==> src/rtl/core/mpr_pkg.sv <==
// shared constants for the masked pixel to rgb888 core
// no dependencies; used by every module of the core
package mpr_pkg;

    localparam int MASK_W         = 32;
    localparam int OUT_W          = 8;
    localparam int CHANNELS       = 3;
    localparam int PIXEL_BITS_DEF = 32;
    localparam int CFG_IDX_W      = 2;
    localparam int DIV_STEPS      = 8;

    // register indexes of the configuration port
    localparam logic [CFG_IDX_W-1:0] REG_RED   = 2'd0;
    localparam logic [CFG_IDX_W-1:0] REG_GREEN = 2'd1;
    localparam logic [CFG_IDX_W-1:0] REG_BLUE  = 2'd2;

    // channel slots
    localparam int CH_RED   = 0;
    localparam int CH_GREEN = 1;
    localparam int CH_BLUE  = 2;

    // cycles that the derived mask values need after a register write
    localparam logic [1:0] CFG_SETTLE = 2'd3;

endpackage

==> src/rtl/core/masked_pixel_to_rgb888_core.sv <==
// top level of the masked pixel to rgb888 converter
// depends on mpr_pkg, mpr_cfg, mpr_front, mpr_div_stage
//
//  channel | direction | handshake          | payload
//  s_*     | in        | s_tvalid/s_tready  | s_tdata: pixel_word
//  m_*     | out       | m_tvalid/m_tready  | m_tdata: red_out, green_out, blue_out
//  cfg_*   | in        | cfg_valid/cfg_ready| cfg_index, cfg_data (mask value)
//
// one pixel per cycle unless m_tready stalls or a mask write holds s_tready low;
// two front stages (mask/align, times-255 product) and eight restoring divide
// stages, one quotient bit each; every stage has its own valid bit and ready,
// so bubbles close up under stall; after reset and after each mask write
// s_tready stays low while the shift count and divisor of each mask are derived
module masked_pixel_to_rgb888_core #(
    parameter int PIXEL_BITS = mpr_pkg::PIXEL_BITS_DEF,
    localparam int IN_W = ((PIXEL_BITS + 7) / 8) * 8
) (
    input  logic                          clk,
    input  logic                          rst_n,
    input  logic                          s_tvalid,
    output logic                          s_tready,
    input  logic [IN_W-1:0]               s_tdata,   // pixel_word
    output logic                          m_tvalid,
    input  logic                          m_tready,
    output logic [3*mpr_pkg::OUT_W-1:0]   m_tdata,   // red_out, green_out, blue_out
    input  logic                          cfg_valid,
    output logic                          cfg_ready,
    input  logic [mpr_pkg::CFG_IDX_W-1:0] cfg_index,
    input  logic [mpr_pkg::MASK_W-1:0]    cfg_data
);

    localparam int TZW = (PIXEL_BITS > 1) ? $clog2(PIXEL_BITS) : 1;
    localparam int NW  = PIXEL_BITS + mpr_pkg::OUT_W;
    localparam int NS  = mpr_pkg::DIV_STEPS;

    logic                         busy;
    logic [PIXEL_BITS-1:0]        mask  [mpr_pkg::CHANNELS];
    logic [TZW-1:0]               shift [mpr_pkg::CHANNELS];
    logic [PIXEL_BITS-1:0]        top   [mpr_pkg::CHANNELS];
    logic [mpr_pkg::CHANNELS-1:0] zero;
    logic                         front_rdy;

    logic                         vld_w  [NS+1];
    logic                         rdy_w  [NS+1];
    logic [NW-1:0]                rem_w  [NS+1][mpr_pkg::CHANNELS];
    logic [PIXEL_BITS-1:0]        den_w  [NS+1][mpr_pkg::CHANNELS];
    logic [mpr_pkg::OUT_W-1:0]    q_w    [NS+1][mpr_pkg::CHANNELS];
    logic [mpr_pkg::CHANNELS-1:0] zero_w [NS+1];

    mpr_cfg #(.PIXEL_BITS(PIXEL_BITS)) u_cfg (
        .clk       (clk),
        .rst_n     (rst_n),
        .cfg_valid (cfg_valid),
        .cfg_ready (cfg_ready),
        .cfg_index (cfg_index),
        .cfg_data  (cfg_data),
        .busy      (busy),
        .mask      (mask),
        .shift     (shift),
        .top       (top),
        .zero      (zero)
    );

    // input transfer is held off while derived values settle
    assign s_tready = front_rdy && !busy;

    mpr_front #(.PIXEL_BITS(PIXEL_BITS)) u_front (
        .clk      (clk),
        .rst_n    (rst_n),
        .in_vld   (s_tvalid && !busy),
        .in_rdy   (front_rdy),
        .pixel    (s_tdata[PIXEL_BITS-1:0]),
        .mask     (mask),
        .shift    (shift),
        .top      (top),
        .zero     (zero),
        .out_vld  (vld_w[0]),
        .out_rdy  (rdy_w[0]),
        .rem      (rem_w[0]),
        .den      (den_w[0]),
        .zero_out (zero_w[0])
    );

    always_comb
    begin
        for (int c = 0; c < mpr_pkg::CHANNELS; c++)
        begin
            q_w[0][c] = '0;
        end
    end

    // divide chain, most significant quotient bit first
    for (genvar j = 0; j < NS; j++)
    begin : g_div
        mpr_div_stage #(.PIXEL_BITS(PIXEL_BITS), .STEP(NS - 1 - j)) u_stage (
            .clk      (clk),
            .rst_n    (rst_n),
            .in_vld   (vld_w[j]),
            .in_rdy   (rdy_w[j]),
            .rem_in   (rem_w[j]),
            .den_in   (den_w[j]),
            .q_in     (q_w[j]),
            .zero_in  (zero_w[j]),
            .out_vld  (vld_w[j+1]),
            .out_rdy  (rdy_w[j+1]),
            .rem_out  (rem_w[j+1]),
            .den_out  (den_w[j+1]),
            .q_out    (q_w[j+1]),
            .zero_out (zero_w[j+1])
        );
    end

    assign rdy_w[NS] = m_tready;
    assign m_tvalid  = vld_w[NS];

    // zero mask gives zero for that channel
    always_comb
    begin
        for (int c = 0; c < mpr_pkg::CHANNELS; c++)
        begin
            m_tdata[c*mpr_pkg::OUT_W +: mpr_pkg::OUT_W] =
                zero_w[NS][c] ? '0 : q_w[NS][c];
        end
    end

endmodule

==> src/rtl/core/mpr_cfg.sv <==
// mask registers and per-channel derived values (shift, scale divisor)
// depends on mpr_pkg
module mpr_cfg #(
    parameter int PIXEL_BITS = mpr_pkg::PIXEL_BITS_DEF,
    localparam int TZW = (PIXEL_BITS > 1) ? $clog2(PIXEL_BITS) : 1
) (
    input  logic                           clk,
    input  logic                           rst_n,
    input  logic                           cfg_valid,
    output logic                           cfg_ready,
    input  logic [mpr_pkg::CFG_IDX_W-1:0]  cfg_index,
    input  logic [mpr_pkg::MASK_W-1:0]     cfg_data,
    output logic                           busy,
    output logic [PIXEL_BITS-1:0]          mask   [mpr_pkg::CHANNELS],
    output logic [TZW-1:0]                 shift  [mpr_pkg::CHANNELS],
    output logic [PIXEL_BITS-1:0]          top    [mpr_pkg::CHANNELS],
    output logic [mpr_pkg::CHANNELS-1:0]   zero
);

    logic [mpr_pkg::MASK_W-1:0] mask_reg  [mpr_pkg::CHANNELS];
    logic [TZW-1:0]             tz_reg    [mpr_pkg::CHANNELS];
    logic [TZW-1:0]             tz_next   [mpr_pkg::CHANNELS];
    logic [PIXEL_BITS-1:0]      top_reg   [mpr_pkg::CHANNELS];
    logic [mpr_pkg::CHANNELS-1:0] zero_reg;
    logic [1:0]                 settle_reg;
    logic                       wr;

    assign cfg_ready = 1'b1;
    assign wr        = cfg_valid && cfg_ready;
    assign busy      = (settle_reg != 2'd0);

    // register writes, out-of-range index ignored
    always_ff @(posedge clk or negedge rst_n)
    begin
        if (!rst_n)
        begin
            for (int c = 0; c < mpr_pkg::CHANNELS; c++)
            begin
                mask_reg[c] <= '0;
            end
        end
        else if (wr)
        begin
            case (cfg_index)
                mpr_pkg::REG_RED:   mask_reg[mpr_pkg::CH_RED]   <= cfg_data;
                mpr_pkg::REG_GREEN: mask_reg[mpr_pkg::CH_GREEN] <= cfg_data;
                mpr_pkg::REG_BLUE:  mask_reg[mpr_pkg::CH_BLUE]  <= cfg_data;
                default:            ;
            endcase
        end
    end

    // settle counter holds off input transfers after reset and after a write
    always_ff @(posedge clk or negedge rst_n)
    begin
        if (!rst_n)
        begin
            settle_reg <= mpr_pkg::CFG_SETTLE;
        end
        else if (wr)
        begin
            settle_reg <= mpr_pkg::CFG_SETTLE;
        end
        else if (settle_reg != 2'd0)
        begin
            settle_reg <= settle_reg - 2'd1;
        end
    end

    // trailing-zero count of each cut mask
    always_comb
    begin
        for (int c = 0; c < mpr_pkg::CHANNELS; c++)
        begin
            tz_next[c] = '0;
            for (int i = PIXEL_BITS - 1; i >= 0; i--)
            begin
                if (mask_reg[c][i])
                begin
                    tz_next[c] = TZW'(i);
                end
            end
        end
    end

    // derived values, static while items flow
    always_ff @(posedge clk)
    begin
        for (int c = 0; c < mpr_pkg::CHANNELS; c++)
        begin
            tz_reg[c]   <= tz_next[c];
            zero_reg[c] <= (mask_reg[c][PIXEL_BITS-1:0] == '0);
            top_reg[c]  <= mask_reg[c][PIXEL_BITS-1:0] >> tz_reg[c];
        end
    end

    always_comb
    begin
        for (int c = 0; c < mpr_pkg::CHANNELS; c++)
        begin
            mask[c]  = mask_reg[c][PIXEL_BITS-1:0];
            shift[c] = tz_reg[c];
            top[c]   = top_reg[c];
        end
    end
    assign zero = zero_reg;

endmodule

==> src/rtl/core/mpr_front.sv <==
// field extraction and times-255 product, two register stages
// depends on mpr_pkg
module mpr_front #(
    parameter int PIXEL_BITS = mpr_pkg::PIXEL_BITS_DEF,
    localparam int TZW = (PIXEL_BITS > 1) ? $clog2(PIXEL_BITS) : 1,
    localparam int NW  = PIXEL_BITS + mpr_pkg::OUT_W
) (
    input  logic                         clk,
    input  logic                         rst_n,
    input  logic                         in_vld,
    output logic                         in_rdy,
    input  logic [PIXEL_BITS-1:0]        pixel,
    input  logic [PIXEL_BITS-1:0]        mask   [mpr_pkg::CHANNELS],
    input  logic [TZW-1:0]               shift  [mpr_pkg::CHANNELS],
    input  logic [PIXEL_BITS-1:0]        top    [mpr_pkg::CHANNELS],
    input  logic [mpr_pkg::CHANNELS-1:0] zero,
    output logic                         out_vld,
    input  logic                         out_rdy,
    output logic [NW-1:0]                rem    [mpr_pkg::CHANNELS],
    output logic [PIXEL_BITS-1:0]        den    [mpr_pkg::CHANNELS],
    output logic [mpr_pkg::CHANNELS-1:0] zero_out
);

    logic                         a_vld_reg;
    logic [PIXEL_BITS-1:0]        a_field_reg [mpr_pkg::CHANNELS];
    logic [PIXEL_BITS-1:0]        a_den_reg   [mpr_pkg::CHANNELS];
    logic [mpr_pkg::CHANNELS-1:0] a_zero_reg;
    logic                         b_vld_reg;
    logic [NW-1:0]                b_rem_reg   [mpr_pkg::CHANNELS];
    logic [PIXEL_BITS-1:0]        b_den_reg   [mpr_pkg::CHANNELS];
    logic [mpr_pkg::CHANNELS-1:0] b_zero_reg;
    logic                         a_rdy;
    logic                         b_rdy;

    assign b_rdy  = !b_vld_reg || out_rdy;
    assign a_rdy  = !a_vld_reg || b_rdy;
    assign in_rdy = a_rdy;

    // valid bits
    always_ff @(posedge clk or negedge rst_n)
    begin
        if (!rst_n)
        begin
            a_vld_reg <= 1'b0;
            b_vld_reg <= 1'b0;
        end
        else
        begin
            if (a_rdy)
            begin
                a_vld_reg <= in_vld;
            end
            if (b_rdy)
            begin
                b_vld_reg <= a_vld_reg;
            end
        end
    end

    // stage a: mask and align each field
    always_ff @(posedge clk)
    begin
        if (a_rdy && in_vld)
        begin
            for (int c = 0; c < mpr_pkg::CHANNELS; c++)
            begin
                a_field_reg[c] <= (pixel & mask[c]) >> shift[c];
                a_den_reg[c]   <= top[c];
            end
            a_zero_reg <= zero;
        end
    end

    // stage b: field * 255 as (field << 8) - field
    always_ff @(posedge clk)
    begin
        if (b_rdy && a_vld_reg)
        begin
            for (int c = 0; c < mpr_pkg::CHANNELS; c++)
            begin
                b_rem_reg[c] <= (NW'(a_field_reg[c]) << mpr_pkg::OUT_W)
                              - NW'(a_field_reg[c]);
                b_den_reg[c] <= a_den_reg[c];
            end
            b_zero_reg <= a_zero_reg;
        end
    end

    assign out_vld  = b_vld_reg;
    assign rem      = b_rem_reg;
    assign den      = b_den_reg;
    assign zero_out = b_zero_reg;

endmodule

==> src/rtl/core/mpr_div_stage.sv <==
// one quotient bit of the restoring divide, for all three channels
// depends on mpr_pkg
module mpr_div_stage #(
    parameter int PIXEL_BITS = mpr_pkg::PIXEL_BITS_DEF,
    parameter int STEP       = 0,
    localparam int NW = PIXEL_BITS + mpr_pkg::OUT_W
) (
    input  logic                         clk,
    input  logic                         rst_n,
    input  logic                         in_vld,
    output logic                         in_rdy,
    input  logic [NW-1:0]                rem_in  [mpr_pkg::CHANNELS],
    input  logic [PIXEL_BITS-1:0]        den_in  [mpr_pkg::CHANNELS],
    input  logic [mpr_pkg::OUT_W-1:0]    q_in    [mpr_pkg::CHANNELS],
    input  logic [mpr_pkg::CHANNELS-1:0] zero_in,
    output logic                         out_vld,
    input  logic                         out_rdy,
    output logic [NW-1:0]                rem_out [mpr_pkg::CHANNELS],
    output logic [PIXEL_BITS-1:0]        den_out [mpr_pkg::CHANNELS],
    output logic [mpr_pkg::OUT_W-1:0]    q_out   [mpr_pkg::CHANNELS],
    output logic [mpr_pkg::CHANNELS-1:0] zero_out
);

    logic                         vld_reg;
    logic [NW-1:0]                rem_reg [mpr_pkg::CHANNELS];
    logic [PIXEL_BITS-1:0]        den_reg [mpr_pkg::CHANNELS];
    logic [mpr_pkg::OUT_W-1:0]    q_reg   [mpr_pkg::CHANNELS];
    logic [mpr_pkg::CHANNELS-1:0] zero_reg;
    logic [NW-1:0]                dsh     [mpr_pkg::CHANNELS];
    logic [mpr_pkg::CHANNELS-1:0] fits;

    assign in_rdy = !vld_reg || out_rdy;

    // trial subtract of the shifted divisor
    always_comb
    begin
        for (int c = 0; c < mpr_pkg::CHANNELS; c++)
        begin
            dsh[c]  = NW'(den_in[c]) << STEP;
            fits[c] = (rem_in[c] >= dsh[c]);
        end
    end

    always_ff @(posedge clk or negedge rst_n)
    begin
        if (!rst_n)
        begin
            vld_reg <= 1'b0;
        end
        else if (in_rdy)
        begin
            vld_reg <= in_vld;
        end
    end

    always_ff @(posedge clk)
    begin
        if (in_rdy && in_vld)
        begin
            for (int c = 0; c < mpr_pkg::CHANNELS; c++)
            begin
                rem_reg[c] <= fits[c] ? (rem_in[c] - dsh[c]) : rem_in[c];
                den_reg[c] <= den_in[c];
                q_reg[c]   <= q_in[c] | (mpr_pkg::OUT_W'(fits[c]) << STEP);
            end
            zero_reg <= zero_in;
        end
    end

    assign out_vld  = vld_reg;
    assign rem_out  = rem_reg;
    assign den_out  = den_reg;
    assign q_out    = q_reg;
    assign zero_out = zero_reg;

endmodule

==> config.mk <==
export PLATFORM = sky130hd
export DESIGN_NAME = masked_pixel_to_rgb888_core
export DESIGN_NICKNAME = d
export VERILOG_FILES = /design/src/rtl/core/mpr_pkg.sv /design/src/rtl/core/masked_pixel_to_rgb888_core.sv /design/src/rtl/core/mpr_cfg.sv /design/src/rtl/core/mpr_front.sv /design/src/rtl/core/mpr_div_stage.sv
export SDC_FILE = /design/constraint.sdc
export NUM_CORES = 2
export LEC_CHECK = 0
export BUFFER_PORTS_ARGS = -buffer_cell sky130_fd_sc_hd__buf_2
export CORE_AREA = 8 8 619 621
export CTS_BUF_LIST = sky130_fd_sc_hd__clkbuf_2
export DETAILED_ROUTE_END_ITERATION = 7
export DIE_AREA = 0 0 627 629
export PLACE_DENSITY = 0.51
export RECOVER_POWER = 100
export REMOVE_ABC_BUFFERS = 1
export SLEW_MARGIN = 20
export SYNTH_ARGS = -nofsm -noshare
export SYNTH_HDL_FRONTEND = slang
export SYNTH_SLANG_ARGS = --single-unit
==> constraint.sdc <==
create_clock -name clk -period 20.1 [get_ports clk]
set_input_delay 2.01 -clock clk [delete_from_list [all_inputs] [get_ports clk]]
set_output_delay 2.01 -clock clk [all_outputs]
set_load 0.05 [all_outputs]
Word level (Yosys, flattened, before mapping)
Memories as Yosys holds them, arrays and structs flattened. A register that Yosys moved wholly into a read port is not among the register bits.
Index checks and enable logic that the tools add are counted.
Widths: inputs -> output; s select.
- logic and storage cells: 345
- output and inout bits: 27
- memories: 4
- register bits: 1944
- RAM bits: 303
- bits in read-only memories: 0
- bits in latches: 0
- bits of input ports: 71
- memory list (name ; depth ; bits a word ; rd ports ; clocked after memory_dff ; write ports ; RTL line ; text):
    u_cfg.top_reg ; 3 ; 32 ; 3 ; 0 ; 3 ; mpr_cfg.sv:23 ; logic [PIXEL_BITS-1:0] top_reg [mpr_pkg::CHANNELS];
    u_front.a_den_reg ; 3 ; 32 ; 3 ; 3 ; 3 ; mpr_front.sv:26 ; logic [PIXEL_BITS-1:0] a_den_reg [mpr_pkg::CHANNELS];
    u_front.a_field_reg ; 3 ; 32 ; 3 ; 0 ; 3 ; mpr_front.sv:25 ; logic [PIXEL_BITS-1:0] a_field_reg [mpr_pkg::CHANNELS];
    u_cfg.tz_reg ; 3 ; 5 ; 3 ; 0 ; 3 ; mpr_cfg.sv:21 ; logic [TZW-1:0] tz_reg [mpr_pkg::CHANNELS];
- divide/modulo/power cells: 0
- reduce and logical (&&, ||, !) cells: 42
- shift operators: 6
- add/subtract/negate cells: 25
- bitwise gates (word level): 24
- multiplexer cells: 124
- eq/ne operators: 2
- $mul: 0
- magnitude comparators: 24
- operators with widths (kind ; count):
    $mux 40 ; 21
    $mux 5 ; 96
    $shr 32x5->32 ; 6
    $ge 40x32->1 ; 3
    $ge 40x33->1 ; 3
    $ge 40x34->1 ; 3
    $ge 40x35->1 ; 3
    $ge 40x36->1 ; 3
    $ge 40x37->1 ; 3
    $ge 40x38->1 ; 3
    $ge 40x39->1 ; 3
    $sub 40x32->40 ; 3
    $sub 40x33->40 ; 3
    $sub 40x34->40 ; 3
    $sub 40x35->40 ; 3
    $sub 40x36->40 ; 3
    $sub 40x37->40 ; 3
    $sub 40x38->40 ; 3
    $sub 40x39->40 ; 3
    $and 32x32->32 ; 3
    $logic_not 32->1 ; 3
    $mux 8 ; 3
    $or 8x1->8 ; 3
    $or 8x2->8 ; 3
    other kinds (16) ; 61

Longest topological paths before layout
- word-level depth: 32
- mapped depth: 16
- gate-level depth less buffers: 14

Cells and area by module
A second synthesis with hierarchy kept.
- cells, all modules: 14048
- area, all modules: 149743.6 sq um
- modules (own cells, without submodules) (module ; times used ; cells each ; seq. area each (sq um) ; area an instance (sq um)):
    mpr_front ; 1 ; 2087 ; 12482.0 ; 23157.2
    mpr_div_stage at g_div[7].u_stage ; 1 ; 1374 ; 7322.0 ; 14510.2
    mpr_div_stage at g_div[6].u_stage ; 1 ; 1382 ; 7322.0 ; 14445.1
    mpr_div_stage at g_div[4].u_stage ; 1 ; 1335 ; 7322.0 ; 14350.0
    mpr_div_stage at g_div[5].u_stage ; 1 ; 1358 ; 7322.0 ; 14341.3
    mpr_div_stage at g_div[3].u_stage ; 1 ; 1350 ; 7322.0 ; 14271.2
    mpr_div_stage at g_div[0].u_stage ; 1 ; 1330 ; 7322.0 ; 14184.9
    mpr_div_stage at g_div[1].u_stage ; 1 ; 1304 ; 7322.0 ; 14024.7
    mpr_div_stage at g_div[2].u_stage ; 1 ; 1231 ; 7322.0 ; 13855.8
    mpr_cfg ; 1 ; 1270 ; 4737.0 ; 12436.9
    masked_pixel_to_rgb888_core ; 1 ; 27 ; 0.0 ; 166.4

Worst setup path before layout
No wires, ideal clock.
- path type: input to register
- start: in m_tready
- end: reg g_div[6].u_stage.den_reg (netlist bit g_div[6].u_stage.den_out[0]), enable pin
- path slack: -479 ps
- library setup time: 1208 ps
- cell stages on the path: 2
- arrival: 19371 ps
- cells stage by stage: nor2b_1 a21boi_0
- longest elaborated chain between the ends: 3
- ends and longest elaborated chain (item ; RTL line ; text):
    from (decl) ; masked_pixel_to_rgb888_core.sv:24 ; input logic m_tready,
    $logic_or 1x1->1 (2 in a row) ; mpr_div_stage.sv:32 ; assign in_rdy = !vld_reg || out_rdy;
    $logic_and 1x1->1 ; mpr_div_stage.sv:58 ; if (in_rdy && in_vld)
    to (signal, indexed assignment) ; mpr_div_stage.sv:63 ; den_reg[c] <= den_in[c];
    to (decl) ; mpr_div_stage.sv:26 ; logic [PIXEL_BITS-1:0] den_reg [mpr_pkg::CHANNELS];
Every way passes these cells.
A chain may end at the register's enable or synchronous reset.

Worst setup path after layout
- start: reg g_div[7].u_stage.vld_reg
- end: reg u_front.b_rem_reg (netlist bit u_front.rem[78]), enable pin
- longest elaborated chain between the ends: 11
- ends and longest elaborated chain (item ; RTL line ; text):
    from (decl) ; mpr_div_stage.sv:24 ; logic vld_reg;
    from (signal assigned) ; mpr_div_stage.sv:52 ; vld_reg <= in_vld;
    $logic_not 1->1 ; mpr_div_stage.sv:32 ;
    $logic_or 1x1->1 (8 in a row) ; mpr_div_stage.sv:32 ;
    $logic_or 1x1->1 ; mpr_front.sv:35 ; assign b_rdy = !b_vld_reg || out_rdy;
    $logic_and 1x1->1 ; mpr_front.sv:77 ; if (b_rdy && a_vld_reg)
    to (signal, indexed assignment) ; mpr_front.sv:81 ; b_rem_reg[c] <= (NW'(a_field_reg[c]) << mpr_pkg::OUT_W)
    to (decl) ; mpr_front.sv:29 ; logic [NW-1:0] b_rem_reg [mpr_pkg::CHANNELS];
Every way passes these cells.

==> metrics.md <==
| Metric | Value |
|---|---|
| Gr usage total | `0.1491` |
| DR pass1 iterations | `6` |
| Initial Util | `0.3477` |
| Max_cap viols | `65` |
| Vias in the first global route | `around 86000` |
| Layout net count | `13480` |
| Top cell type's share of synthesized area | `0.4758` |
| Synth cell count leaders | `edfxtp_1, inv_1, nand2_1, a21oi_1, o21ai_0` |
| Hold Path Class | `register to register` |
| Setup bufs post-CTS | `0` |
| Slew @ Worst Pin | `around 7.1 ns` |
| R2R cell count | `9` |
| Die height | `around 630 µm` |
| Global route total overflow | `0` |
| Syn_area_per_cell | `10.71 µm²` |
| VDD IR max | `around 80 µV` |
| Post-Route Setup TNS | `0 ns` |
| Setup crit start kind | `register` |
| Root Buffer | `clkbuf_2` |
| Worst Setup EP | `u_front.rem[78]` |
| Mapped Area | `129900 µm²` |
| Final Skew | `~0.14 ns` |
| YS warnings | `0` |
| Fin. Hold Viols | `0` |
| Avg WL per Cell | `17.02 µm` |
| Status | `finished, violations left` |
| Port buffer count | `96` |
| Worst path required time | `between 20 and 25 ns` |
| Final period util | `0.5410` |
| Slew margin rel. | `-3.717` |
| Sink Count | `~2300` |
| RR Startpoint | `g_div[7].u_stage.out_vld` |
| Largest net degree at the start of global routing | `138` |
| GPL Wtd Cong | `0.8891` |
| Sequential share of the synthesized area | `0.5142` |
| Vias post-DR | `between 80000 and 90000` |
| Count leader, synth | `edfxtp_1` |
| Worst setup startpoint | `g_div[7].u_stage.out_vld` |
| Total power | `roughly 0.011 W` |
| Antenna-violating nets left | `0` |
| First-pass GRT wire length | `around 480000 µm` |
| Max Freq | `slightly above 90 MHz` |
| CTS tree | `built` |
| RSZ-0062 raised after global routing | `no` |
| Core Footprint | `roughly 370000 µm²` |
| Failing checks | `capacitance limit, slew limit` |
| CTS H-tree depth | `6` |
| Area added between synthesis and finish | `8.718%` |
| Clock Latency Late Sink | `1.98 ns` |
| Largest area contributor in the netlist | `edfxtp_1` |
| Top FF cell, synth | `edfxtp_1` |
| FFs w/ async S/R, synth | `0.04737` |
| Post-Syn Instances | `around 12000` |
| Max clock buf depth | `4` |
| Crit end category | `register` |
| Yosys reg bits | `around 2300` |
| Max FO, Critical Path | `between 70 and 80` |
| PD cells | `80.34 nW/µm²` |
| Layout cells sized above 1 | `0.1060` |
| R2r setup slk | `9.23 ns` |
| Initial DRC count | `5279` |
| Critical path arrival | `between 10 and 15 ns` |
| Post-DP HPWL | `232000 µm` |
| Initial antenna violation count | `8` |
| DR vias/cell | `roughly 5` |
| I/O pins | `between 90 and 100` |
| Core Rows | `225` |
| Final worst slack | `roughly 9.2 ns` |
| Crit Path Class | `register to register` |
| Synth top area cells | `edfxtp_1, ha_1, a21oi_1, o21ai_0, inv_1` |
| Max reg flops | `840` |
| RR Endpoint | `u_front.rem[78]` |
| Unique masters post-synth | `about 110` |
| Cts bufs inserted | `~600` |
| DRC viols | `0` |
| Post-place setup slack | `~14 ns` |
| Chip width | `around 630 µm` |
| Post-route minimum period | `roughly 11 ns` |
| Slew Limit Fails | `~3700` |
| Die ar. | `between 300000 and 400000 µm²` |
| # setup viols final | `0` |
| Leak | `~56 nW` |
| Post-Route WL | `approximately 310000 µm` |
| Reg clk slew, reported paths | `~0.10 ns` |
| Number of flops mapped to enable cells by yosys | `2058` |
==> final cells by class <==
type | count | area (µm²)
fill | 37360 | 232400
inverter | 1106 | 4151
timing repair buffer | 202 | 1121
multi-input combinational | 8358 | 57250
antenna | 7 | 17.52
sequential | 2280 | 66790
tap | 4994 | 6248
clock inverter | 229 | 1577
clock buffer | 807 | 4039
==> where the power goes <==
| group | internal, W | leakage [nW] | total, W | switching [W] |
|---|---|---|---|---|
| Clock | 0.00139 | 4.12 | 0.00328 | 0.00189 |
| Sequential | 0.00562 | 20.8 | 0.00589 | 0.000266 |
| Combinational | 0.000866 | 31.4 | 0.00218 | 0.00131 |
| Total | 0.00788 | 56.4 | 0.0113 | 0.00347 |
==> worst min path at each step <==
stage	startpoint	end	slack, ns	cells after the start
floorplan	u_cfg.top_reg[0][0]	u_front.a_den_reg[0][0]	0.39	0
detailed placement	u_cfg.top_reg[0][16]	u_front.a_den_reg[0][16]	0.39	0
global route	m_tready	g_div[6].u_stage.out_vld	0.06	3
CTS	m_tready	g_div[6].u_stage.out_vld	0.03	3
finish	u_cfg.top_reg[0][52]	u_front.a_den_reg[0][52]	0.34	0
global placement	u_cfg.top_reg[0][3]	u_front.a_den_reg[0][3]	0.39	0
==> metrics by stage <==
| stage | instance area [µm²] | hold WS [ns] | std cells | utilization |
|---|---|---|---|---|
| floorplan | 128400 | 0.3855 | 11740 | - |
| global placement | 135800 | 0.3864 | 16910 | 0.3635 |
| detailed placement | 135800 | 0.3887 | 16910 | 0.3635 |
| CTS | 141800 | 0.03167 | 17980 | 0.3795 |
| global route | 141200 | 0.05954 | 17980 | 0.3779 |
| finish | 141200 | 0.3419 | 17980 | 0.3780 |
==> critical path, cell delays in order (launching register included) <==
cell and delay, ns:
dfrtp_1 0.38, nor2b_1 0.18, nand4_1 0.16, nor2_1 0.12
and3_1 0.28, nand3_1 0.13, and2_0 1.49, clkbuf_1 1.65
clkbuf_1 2.80, clkbuf_1 2.86
==> logic make-up (layout without fill, tap and decap cells) <==
| group | Yosys count | in the layout | synth area share |
|---|---|---|---|
| AOI/OAI and AO/OA | 3082 | 3082 | 0.1464 |
| DFF | 2280 | 2280 | 0.5142 |
| muxes | 546 | 546 | 0.04918 |
| other | 1 | 8 | 0.00002887 |
| xor gates and xnor gates | 741 | 741 | 0.04997 |
| and+or+nand+nor | 3123 | 3123 | 0.1119 |
| buffers and inverters | 1486 | 2344 | 0.04370 |
| adders and majority gates | 865 | 865 | 0.08455 |
==> per-layer routing <==
layer,vias to the layer above,GRT usage,part of all wire
met1,40120,0.2132,0.50
met5,-,0,0.00019
met4,8,0.05556,0.035
li1,45330,-,-
met2,1720,0.2279,0.43
met3,576,0.02267,0.037
==> layout by cell type, fill, tap and decap left out, drive strengths merged, types with 103 or more instances in the layout <==
cell type     n
a21o        392
a21oi       913
clkbuf      889
clkinv      184
dfrtp       106
dfxtp       114
edfxtp     2058
ha          844
inv        1117
mux2        277
mux2i       223
nand2      1025
nand2b      129
nand3       243
nand4       124
nor2        855
nor2b       154
nor3        184
o21a        103
o21ai       940
xnor2       443
xor2        298
==> timing repair <==
action	4_1_cts	5_1_grt
gates resized for setup	0	0
endpoints found under the hold margin	131	0
hold buffers	33	0
No activity file was read; power rests on OpenSTA's default activity.
